**src/hdl/oaht_pkg.sv**
```systemverilog
// oaht_pkg: constants, codes and controller/datapath interface types
// of the open addressing hash table; no dependencies
`default_nettype none
package oaht_pkg;

  localparam int TABLE_DEPTH = 1024;
  localparam int ADDR_W      = (TABLE_DEPTH > 1) ? $clog2(TABLE_DEPTH) : 1;
  localparam int SIZE_W      = 11;
  localparam int KEY_W       = 31;
  localparam int MAG_W       = 31;
  localparam int REV_W       = 34;
  localparam int MCNT_W      = 6;
  localparam int PROD_W      = MAG_W + 32;
  localparam int RECIP_SHIFT = 35;
  localparam logic [31:0] RECIP = 32'hCCCC_CCCD;
  localparam int MARK_W      = 2;
  localparam int RAM_W       = MARK_W + KEY_W;
  localparam int IN_DATA_W   = 40;
  localparam int OUT_DATA_W  = 16;

  localparam logic [MARK_W-1:0] MARK_EMPTY   = 2'd0;
  localparam logic [MARK_W-1:0] MARK_FULL    = 2'd1;
  localparam logic [MARK_W-1:0] MARK_DELETED = 2'd2;

  localparam logic [1:0] OP_INSERT = 2'd0;
  localparam logic [1:0] OP_REMOVE = 2'd1;
  localparam logic [1:0] OP_SEARCH = 2'd2;
  localparam logic [1:0] OP_NONE   = 2'd3;

  localparam logic [1:0] STRAT_LINEAR = 2'd0;
  localparam logic [1:0] STRAT_QUAD   = 2'd1;
  localparam logic [1:0] STRAT_DOUBLE = 2'd2;

  localparam logic REG_TABLE_SIZE     = 1'b0;
  localparam logic REG_PROBE_STRATEGY = 1'b1;

  typedef struct packed {
    logic clr;
    logic req_load;
    logic mod_step;
    logic kfin;
    logic rmul;
    logic racc;
    logic rmod_load;
    logic rfin;
    logic probe_init;
    logic probe_chk;
    logic result_load;
  } dp_cmd_t;

  typedef struct packed {
    logic clr_last;
    logic mod_done;
    logic mag_zero;
    logic op_ignore;
    logic strat_dbl;
    logic probe_stop;
    logic probe_last;
    logic out_busy;
  } dp_sts_t;

endpackage
`default_nettype wire

```
**src/hdl/oaht_ctrl.sv**
```systemverilog
// oaht_ctrl: sequencing state machine of the hash table
// depends on oaht_pkg
`default_nettype none
module oaht_ctrl (
  input  wire logic              clk,
  input  wire logic              rst_n,
  input  wire logic              in_tvalid,
  output logic                   in_tready,
  input  wire oaht_pkg::dp_sts_t sts,
  output oaht_pkg::dp_cmd_t      cmd
);

  typedef enum logic [11:0] {
    S_CLEAR = 12'b0000_0000_0001,
    S_IDLE  = 12'b0000_0000_0010,
    S_KMOD  = 12'b0000_0000_0100,
    S_KFIN  = 12'b0000_0000_1000,
    S_RMUL  = 12'b0000_0001_0000,
    S_RACC  = 12'b0000_0010_0000,
    S_RMOD  = 12'b0000_0100_0000,
    S_RFIN  = 12'b0000_1000_0000,
    S_PINIT = 12'b0001_0000_0000,
    S_PRD   = 12'b0010_0000_0000,
    S_PCHK  = 12'b0100_0000_0000,
    S_DONE  = 12'b1000_0000_0000
  } state_t;

  state_t state_r, state_nxt;

  assign in_tready = (state_r == S_IDLE);

  always_comb begin
    state_nxt = state_r;
    cmd       = '0;
    case (state_r)
      S_CLEAR: begin
        cmd.clr = 1'b1;
        if (sts.clr_last) state_nxt = S_IDLE;
      end
      S_IDLE: begin
        if (in_tvalid) begin
          cmd.req_load = 1'b1;
          state_nxt    = S_KMOD;
        end
      end
      S_KMOD: begin
        if (sts.mod_done) state_nxt = S_KFIN;
        else cmd.mod_step = 1'b1;
      end
      S_KFIN: begin
        cmd.kfin = 1'b1;
        if (sts.op_ignore) state_nxt = S_DONE;
        else if (sts.strat_dbl) state_nxt = S_RMUL;
        else state_nxt = S_PINIT;
      end
      S_RMUL: begin
        if (sts.mag_zero) begin
          cmd.rmod_load = 1'b1;
          state_nxt     = S_RMOD;
        end else begin
          cmd.rmul  = 1'b1;
          state_nxt = S_RACC;
        end
      end
      S_RACC: begin
        cmd.racc  = 1'b1;
        state_nxt = S_RMUL;
      end
      S_RMOD: begin
        if (sts.mod_done) state_nxt = S_RFIN;
        else cmd.mod_step = 1'b1;
      end
      S_RFIN: begin
        cmd.rfin  = 1'b1;
        state_nxt = S_PINIT;
      end
      S_PINIT: begin
        cmd.probe_init = 1'b1;
        state_nxt      = S_PRD;
      end
      S_PRD: begin
        // slot ram read in flight
        state_nxt = S_PCHK;
      end
      S_PCHK: begin
        cmd.probe_chk = 1'b1;
        if (sts.probe_stop || sts.probe_last) state_nxt = S_DONE;
        else state_nxt = S_PRD;
      end
      S_DONE: begin
        if (!sts.out_busy) begin
          cmd.result_load = 1'b1;
          state_nxt       = S_IDLE;
        end
      end
      default: begin
        state_nxt = S_IDLE;
      end
    endcase
  end

  always_ff @(posedge clk) begin
    if (!rst_n) begin
      state_r <= S_CLEAR;
    end else begin
      state_r <= state_nxt;
    end
  end

endmodule
`default_nettype wire

```
**config.mk**
```make
export PLATFORM = sky130hd
export DESIGN_NAME = oaht_ctrl
export DESIGN_NICKNAME = d
export VERILOG_FILES = /design/src/hdl/oaht_pkg.sv /design/src/hdl/oaht_ctrl.sv
export SDC_FILE = /design/constraint.sdc
export NUM_CORES = 1
export LEC_CHECK = 0
export ABC_AREA = 1
export BUFFER_PORTS_ARGS = -buffer_cell sky130_fd_sc_hd__buf_4
export CORE_MARGIN = 5
export CORE_UTILIZATION = 55
export CTS_CLUSTER_SIZE = 10
export DETAILED_ROUTE_END_ITERATION = 6
export PLACE_DENSITY = 0.82
export SYNTH_ARGS = -nofsm -noshare
export SYNTH_HDL_FRONTEND = slang
export SYNTH_SLANG_ARGS = --single-unit
```
**constraint.sdc**
```tcl
create_clock -name clk -period 2.1 [get_ports clk]
set_input_delay 0.315 -clock clk [delete_from_list [all_inputs] [get_ports clk]]
set_output_delay 0.315 -clock clk [all_outputs]
set_load 0.03 [all_outputs]
```
==> qor.yml, run 1 <==
wirelength_um: 2120
final_antenna_net_count: 0
fin_util_pct: 72.0
critPathMaxFanout: 3
clkPwrFrac_pct: 19.1
rows: 14
critPathCaptureType: "primary output"
setup_viol: 0
max_freq_mhz: 543
clkLatencyLatePin_ns: 0.27
crit_top_cell: "inv_1"
setup_tns_ns: 0
max_slew_margin_pct: 79.5
p_leak_nw: 0.672
portBuffers: 22
path_depth: 6
clk_transition_reported_paths_ns: 0.07
synth_edf_count: 0
grt-ovfl-total: 0
finalCritPeriodShare_pct: 87.6
tightestPinTransition_ns: 0.305
wl_per_cell_um: 11.7
synth_top_area_share_pct: 26.9
drive_above_1_share_pct: 29.7
design_area_sq_um: 1100
critPathBufInv: 3
synth_warnings: 0
yosysUniqueCellTypes: 20
critPathTopFamily: "simple AND/OR/NAND/NOR gates"
post_cts_resized: 0
synth_fp_nets: 152
io_pins: 23
synth_ff_type: "dfxtp_1"
syn_area_sq_um: 893
ctsRootBufferMaster: "clkbuf_4"
die_h_um: 50.3
switching_share_pct: 41.9
largest_reg_flops: 12
internal_power_mw: 0.434
grt_use_total_pct: 19.1
pwr-share-comb_pct: 45.2
cts_max_level: 1
synth_common_cells: "33 x inv_1, 29 x nand2_1, 20 x nor2_1"
timing.rr.end: "state_r[1]"
ff2ff_path_depth: 10
yosys.area.top_type: "dfxtp_1"
cts_buffers: 3
fp.dieW_um: 50.3
ys_seq_elements: 12
die-area_sq_um: 2530
p_per_area_nw_per_um2: 681
pwr-share-seq_pct: 35.7
cts_sinks: 12
post_cts_buffers: 0
drv_cap: 0
top_usage_layer: "met2"
report.final.slew_viol_count: 0
required_ns: 1.78
syn_area_per_cell_sq_um: 6.34
fin_crit_ns: 1.84
first_global_vias: 918
dr_total_vias: 918
cts_hold_buf: 0
design.core.area_sq_um: 1520
drtIter0Drc: 24
synthTopCellsByArea: "dfxtp_1 27%, inv_1 14%, nand2_1 12%"
largest_register: "state_r"
cpPeakStageDelay_ns: 0.34
hold_end: "state_r[5]"
ys_seq_area_share_pct: 26.9
clk_path_buf_depth: 2
min_from: "sts[5]"
p_sw_mw: 0.313
cp_slowest_cell: "dfxtp_1"
via_per_inst: 5.07
syn_to_final_growth_pct: 22.8
skew_ns: 0.000336
critPathKind: "flop to primary output"
use_met1_pct: 21.4
syn_inst: 141
antenna_found_initial: 0
drt_first_pass_iters: 4
async_reset_ff_share_pct: 0
dp_hpwl_um: 1730
rsz0062_at_grt: "false"
start_util_pct: 58.6
drc: 0
hold_path_class: "input pin to flop"
grt_max_degree: 13
layout.nets: 178
grt_use_met2_pct: 33.7
ff2ff_setup_slack_ns: 0.56
status: "completed"
cp-start-kind: "flop"
top_regs: "state_r: 12 flops"
r2r-start: "state_r[0]"
grt_pass1_wl_um: 3790
hold_depth: 4
hold_viol_final: 0
crit_path_cell_trace: "nor2_2 -> inv_1 -> nor3_1 -> nand2_1 -> inv_1 -> buf_4"
synth_most_common_cell: "inv_1"
met3_usage_pct: 4.44
tritoncts: "done"
place_area_sq_um: 1070
insertedDiodeCount: 0
gp_congestion: 0.864
cp.arrival_ns: 1.53
vdd_drop_max_mv: 0.430
routing by layer:
metal  wire (um)  vias to the layer above
met5           0                        -
met4          63                        0
met3         161                       11
met2        1080                       35
met1         812                      402
li1            -                      470
worst max path at each step:
stage	startpoint	end	slack, ns
floorplan	state_r[11]	cmd[10]	0.50
global placement	state_r[9]	cmd[4]	0.59
detailed placement	state_r[9]	cmd[4]	0.56
CTS	state_r[9]	cmd[4]	0.25
global route	state_r[0]	cmd[7]	0.14
finish	state_r[0]	cmd[7]	0.26
worst min-delay path: cells and delay by family:
kind / cells / cell delay, ns
simple gates: 2 / 0.12
buf+inv: 2 / 0.11
cells in the final DEF, fill, tap and decap left out, types with 3 or more instances in the layout:
master and instances:
nand3_1 6, nor2_4 4, inv_1 33, clkbuf_4 3
nand2_4 4, nor3_1 6, buf_4 22, nand2_1 29
dfxtp_1 12, nor2_2 5, nor2_1 20, nand3_2 4
nand2_2 4, nand4_1 5
per-stage QoR:
stage | hold WS [ns] | worst slack [ns] | total power, mW | instances
final | 0.309 | 0.260 | 0.747 | 181
after global routing | 0.309 | 0.137 | 0.805 | 181
after CTS | 0.307 | 0.250 | 0.752 | 181
after detailed placement | 0.530 | 0.564 | 0.609 | 178
after global placement | 0.531 | 0.591 | 0.599 | 178
after floorplan | 0.435 | 0.497 | 0.522 | 141
power by group through the flow:
stage          clock [mW]  sequential (mW)  combinational, mW
4_1_cts             0.147            0.267              0.339
5_1_grt             0.163            0.270              0.372
6_report            0.143            0.267              0.337
3_3_place_gp            0            0.271              0.328
2_1_floorplan           0            0.269              0.253
3_5_place_dp            0            0.272              0.337
final cells by class:
| class | count | area (sq um) |
|---|---|---|
| timing repair buffer | 22 | 165 |
| fill | 137 | 427 |
| inverter | 35 | 136 |
| tap | 16 | 20.0 |
| clock buffer | 3 | 22.5 |
| sequential | 12 | 240 |
| multi-input combinational | 93 | 513 |
cell families after synthesis:
| group | count (synthesis) | share of synthesized area (%) |
|---|---|---|
| simple gates | 89 | 54.6 |
| buf+inv | 36 | 15.7 |
| flops | 12 | 26.9 |
| compound gates | 4 | 2.80 |
Note: power is estimated with default switching activity, not from simulation.
==> run 2, diff against run 1 <==
--- a/config.mk
+++ b/config.mk
@@ -6,11 +6,12 @@
 export NUM_CORES = 1
 export LEC_CHECK = 0
 export ABC_AREA = 1
-export BUFFER_PORTS_ARGS = -buffer_cell sky130_fd_sc_hd__buf_4
+export BUFFER_PORTS_ARGS = -buffer_cell sky130_fd_sc_hd__buf_2
 export CORE_MARGIN = 5
 export CORE_UTILIZATION = 55
 export CTS_CLUSTER_SIZE = 10
 export DETAILED_ROUTE_END_ITERATION = 6
+export GPL_TIMING_DRIVEN = 0
 export PLACE_DENSITY = 0.82
 export SYNTH_ARGS = -nofsm -noshare
 export SYNTH_HDL_FRONTEND = slang
==> run 2 against run 1 <==
Highest routed layer unchanged. Design area fell by 4.7%. Fmax fell by 0.52%. Combinational power fell by 4%. Largest power group unchanged.
==> qor.yml, run 2 (synthesized netlist as in run 1, its figures left out) <==
status: "completed"
final_cell_mix: "33 x inv_1, 29 x nand2_1, 22 x buf_2"
pwr-share-comb_pct: 44.1  # -1.1 points
max_freq_mhz: 541  # -0.52%
die_h_um: 50.3  # unchanged
switching_share_pct: 42.7  # +0.79 points
tightestPinTransition_ns: 0.484  # +0.180 ns
hold_depth: 3  # -1
wl_met3_um: 117  # -27%
antenna_found_initial: 0  # unchanged
skew_ns: 0.00500  # +0.00467 ns
final_antenna_net_count: 0  # unchanged
cts_sinks: 12  # unchanged
post_cts_buffers: 0  # unchanged
required_ns: 1.78  # about the same
rsz0062_at_grt: "false"
p_total_mw: 0.735  # -1.7%
grt-ovfl-total: 0  # unchanged
fill_cells: 148  # +8.0%
cts_max_level: 1  # unchanged
cts_hold_buf: 0  # unchanged
placedCellCount: 179  # +0.56%
instances_no_fill: 182  # +0.55%
largest_register: "state_r"
grt_pass1_wl_um: 3640  # -3.8%
gp_congestion: 0.832  # -3.7%
wirelength_um: 2080  # -2.1%
portBuffers: 22  # unchanged
drc: 0  # unchanged
pwr-share-seq_pct: 36.4  # +0.7 points
cp-start-kind: "flop"
ff2ff_path_depth: 10  # unchanged
fin_util_pct: 68.6  # -3.4 points
critPathKind: "flop to primary output"
final_common_cell: "inv_1"
fin_crit_ns: 1.85  # +0.00964 ns
wl_per_cell_um: 11.4  # -2.7%
post_cts_resized: 0  # unchanged
drv_cap: 0  # unchanged
grt_use_total_pct: 18.2  # -0.89 points
top_regs: "state_r: 12 flops"
drt_first_pass_iters: 4  # unchanged
insertedDiodeCount: 0  # unchanged
critPathMaxFanout: 5  # +2
drive_above_1_share_pct: 29.5  # -0.18 points
clk_path_buf_depth: 2  # unchanged
hold_viol_final: 0  # unchanged
start_util_pct: 58.6  # unchanged
via_per_inst: 4.98  # -1.7%
cp.arrival_ns: 1.53  # about the same
ctsRootBufferMaster: "clkbuf_4"
vdd_drop_max_mv: 0.507  # +18%
cts_buffers: 3  # unchanged
first_global_vias: 904  # -1.5%
critPathCaptureType: "primary output"
grt_max_degree: 11  # -2
clkPwrFrac_pct: 19.5  # +0.4 points
syn_to_final_growth_pct: 17.1
die-area_sq_um: 2530  # unchanged
io_pins: 23  # unchanged
p_sw_mw: 0.314  # +0.14%
p_leak_nw: 0.665  # -1.0%
multi_input_area_sq_um: 513  # unchanged
finalCritPeriodShare_pct: 88.1  # +0.46 points
p_per_area_nw_per_um2: 702  # +3.1%
layout.nets: 179  # +0.56%
setup_tns_ns: 0  # unchanged
largest_reg_flops: 12  # unchanged
setup_viol: 0  # unchanged
tritoncts: "done"
fp.dieW_um: 50.3  # unchanged
clk_transition_reported_paths_ns: 0.08  # about the same
clkLatencyLatePin_ns: 0.27  # about the same
wl_met1_um: 821  # +1.1%
hold_path_class: "input pin to flop"
drtIter0Drc: 20  # -17%
design.core.area_sq_um: 1520  # unchanged
dr_total_vias: 907  # -1.2%
topRoutingLayerUsed: "met4"
internal_power_mw: 0.421  # -3.0%
rows: 14  # unchanged
dp_hpwl_um: 1640  # -5.6%
report.final.slew_viol_count: 0  # unchanged
max_slew_margin_pct: 67.7  # -12 points
wl_met2_um: 1120  # +3.2%
seq_area_sq_um: 240  # unchanged
==> run 2: per-stage QoR <==
step           hold WS [ns]  worst slack [ns]  cell area [sq um]
2_1_floorplan         0.435             0.497                893
3_3_place_gp          0.528             0.576               1020
3_5_place_dp          0.529             0.536               1020
4_1_cts               0.293             0.238               1050
5_1_grt               0.308             0.120               1050
6_report              0.290             0.250               1050
==> run 2: routing by layer <==
metal / global-route usage (%) / vias up
met2: 34.5 / 19
met5: 0 / -
met1: 18.9 / 412
met4: 7.23 / 0
li1: - / 473
met3: 4.14 / 3
==> run 2: power groups by stage <==
stage	Combinational, mW	Clock [mW]	Sequential (mW)
after floorplan	0.253	0	0.269
after global routing	0.355	0.155	0.271
after global placement	0.312	0	0.271
after CTS	0.323	0.143	0.267
final	0.324	0.143	0.267
after detailed placement	0.320	0	0.272
==> run 2: cell type report <==
class                   instances  share of cell area [%]
multi-input cells              93                    49.0
flip-flops and latches         12                    23.0
plain buffers                   1                   0.359
well taps                      16                    1.91
repair buffers                 22                    10.5
inverters                      35                    13.0
clock buffers                   3                    2.15
==> run 2: worst paths after layout <==
path / slack [ns] / end / start
min reg2reg: 0.54 / state_r[1] / state_r[1]
min: 0.29 / state_r[1] / rst_n
max reg2reg: 0.61 / state_r[1] / state_r[0]
max: 0.25 / cmd[4] / state_r[9]
==> run 2: critical path, cell delays in order, from the launching register on <==
cell     delay [ns]
dfxtp_1        0.33
nor2_2         0.19
nand2_4        0.12
nor2_4         0.16
nand2_1        0.12
nor2_1         0.13
buf_2          0.21
==> run 3, diff against run 2 <==
--- a/config.mk
+++ b/config.mk
@@ -13,6 +13,7 @@
 export DETAILED_ROUTE_END_ITERATION = 6
 export GPL_TIMING_DRIVEN = 0
 export PLACE_DENSITY = 0.82
+export RECOVER_POWER = 25
 export SYNTH_ARGS = -nofsm -noshare
 export SYNTH_HDL_FRONTEND = slang
 export SYNTH_SLANG_ARGS = --single-unit
==> run 3 against run 2 <==
Global-route usage is the same. Critical path type unchanged. First-iteration DRC count is the same. Wire length is 0.24% higher. Utilization down 0.16 points. Count of clock-buffer cells in the layout unchanged. Final cell count did not move. Worst setup slack lost 0.052 ns. Via count increased by 0.44%. Worst hold slack barely moved. Flip-flop and latch count unchanged. Highest routed layer unchanged.
==> qor.yml, run 3 (synthesized netlist as in run 1, its figures left out) <==
gp_congestion: 0.832  # unchanged
hold_path_class: "input pin to flop"
post_cts_resized: 0  # unchanged
max_slew_margin_pct: 66.9  # -0.85 points
drc: 0  # unchanged
cts_max_level: 1  # unchanged
max_freq_mhz: 526  # -2.7%
grt_max_degree: 11  # unchanged
rsz0062_at_grt: "false"
timing.rr.end: "state_r[1]"
largest_register: "state_r"
ff2ff_setup_slack_ns: 0.61  # about the same
dp_hpwl_um: 1640  # unchanged
min_from: "rst_n"
largest_reg_flops: 12  # unchanged
drv_cap: 0  # unchanged
critPathKind: "flop to primary output"
finalCritPeriodShare_pct: 90.5  # +2.5 points
status: "completed"
skew_ns: 0.00508  # +0.0000770 ns
critPathBufInv: 2  # +1
post_cts_buffers: 0  # unchanged
clkLatencyLatePin_ns: 0.27  # about the same
final_cell_mix: "33 x inv_1, 29 x nand2_1, 22 x buf_2"
p_per_area_nw_per_um2: 703  # +0.10%
top_regs: "state_r: 12 flops"
tightestPinTransition_ns: 0.497  # +0.0127 ns
hold_depth: 3  # unchanged
cts_buffers: 3  # unchanged
insertedDiodeCount: 0  # unchanged
hold_end: "state_r[1]"
r2r-start: "state_r[0]"
cp.arrival_ns: 1.59  # +0.06 ns
grt_use_total_pct: 18.2  # unchanged
drtIter0Drc: 20  # unchanged
report.final.slew_viol_count: 0  # unchanged
final_antenna_net_count: 0  # unchanged
clk_path_buf_depth: 2  # unchanged
cts_sinks: 12  # unchanged
crit_path_cell_trace: "nor2_1 -> nand2_4 -> nor2_8 -> nand2_2 -> nand2_2 -> nand2_4 -> clkinv_4 -> buf_2"
syn_to_final_growth_pct: 16.8
required_ns: 1.78  # about the same
first_global_vias: 904  # unchanged
cpPeakStageDelay_ns: 0.34  # about the same
antenna_found_initial: 0  # unchanged
cts_hold_buf: 0  # unchanged
critPathTopFamily: "simple AND/OR/NAND/NOR gates"
portBuffers: 22  # unchanged
grt_pass1_wl_um: 3640  # unchanged
wl_per_cell_um: 11.4  # +0.24%
via_per_inst: 5.01  # +0.44%
drt_first_pass_iters: 4  # unchanged
rows: 14  # unchanged
setup_viol: 0  # unchanged
die-area_sq_um: 2530  # unchanged
ctsRootBufferMaster: "clkbuf_4"
die_h_um: 50.3  # unchanged
p_leak_nw: 0.664  # -0.13%
design.core.area_sq_um: 1520  # unchanged
cp-start-kind: "flop"
placedCellCount: 179  # unchanged
start_util_pct: 58.6  # unchanged
ff2ff_path_depth: 10  # unchanged
io_pins: 23  # unchanged
grt-ovfl-total: 0  # unchanged
drive_above_1_share_pct: 28.9  # -0.60 points
clk_transition_reported_paths_ns: 0.08  # about the same
critPathMaxFanout: 5  # unchanged
layout.nets: 179  # unchanged
fp.dieW_um: 50.3  # unchanged
critPathCaptureType: "primary output"
vdd_drop_max_mv: 0.507  # about the same
setup_tns_ns: 0  # unchanged
cp_slowest_cell: "dfxtp_1"
instances_no_fill: 182  # unchanged
hold_viol_final: 0  # unchanged
fin_crit_ns: 1.90  # +0.0516 ns
dr_total_vias: 911  # +0.44%
tritoncts: "done"
wirelength_um: 2080  # +0.24%
fill_cells: 147  # -0.68%
final_common_cell: "inv_1"
-- run 3: stage by stage --
step	total power, mW	utilization (%)	cell area, sq um	hold WS, ns	setup WS [ns]
4_1_cts	0.734	68.6	1050	0.293	0.238
3_3_place_gp	0.583	67.2	1020	0.528	0.576
5_1_grt	0.780	68.5	1040	0.308	0.0771
6_report	0.734	68.5	1040	0.290	0.198
2_1_floorplan	0.522	-	893	0.435	0.497
3_5_place_dp	0.592	67.2	1020	0.529	0.536
-- run 3: layout make-up --
| cell class | instances | area [sq um] | share of cell area, % |
|---|---|---|---|
| well taps | 16 | 20.0 | 1.92 |
| plain buffers | 1 | 3.75 | 0.360 |
| flip-flops and latches | 12 | 240 | 23.0 |
| inverters | 35 | 136 | 13.1 |
| clock buffers | 3 | 22.5 | 2.16 |
| multi-input cells | 93 | 510 | 48.9 |
| repair buffers | 22 | 110 | 10.6 |
-- run 3: how the worst max path moves through the flow --
| stage | start | endpoint | slack, ns | cells past startpoint |
|---|---|---|---|---|
| after CTS | state_r[9] | cmd[8] | 0.24 | 8 |
| after global routing | state_r[6] | cmd[8] | 0.08 | 8 |
| after floorplan | state_r[11] | cmd[10] | 0.50 | 3 |
| final | state_r[6] | cmd[8] | 0.20 | 8 |
| after global placement | state_r[9] | cmd[4] | 0.58 | 6 |
| after detailed placement | state_r[9] | cmd[8] | 0.54 | 8 |
-- run 3: routing by layer --
| layer | track usage, % | routed length [um] | vias up |
|---|---|---|---|
| met5 | 0 | 0 | - |
| met1 | 18.9 | 823 | 414 |
| met4 | 7.23 | 17 | 0 |
| met2 | 34.5 | 1110 | 21 |
| li1 | - | - | 473 |
| met3 | 4.14 | 127 | 3 |
-- run 3: where the power goes --
| part | total [mW] | leakage (nW) | internal [mW] | switching [mW] |
|---|---|---|---|---|
| clock network | 0.143 | 0.0138 | 0.0664 | 0.0769 |
| logic | 0.323 | 0.553 | 0.107 | 0.216 |
| registers | 0.267 | 0.0977 | 0.247 | 0.0201 |
| total | 0.734 | 0.664 | 0.420 | 0.313 |
-- run 3: tightest hold or removal path: cells and delay by family --
| family | cells | cell delay [ns] |
|---|---|---|
| buffers and inverters | 1 | 0.11 |
| and+or+nand+nor | 2 | 0.10 |
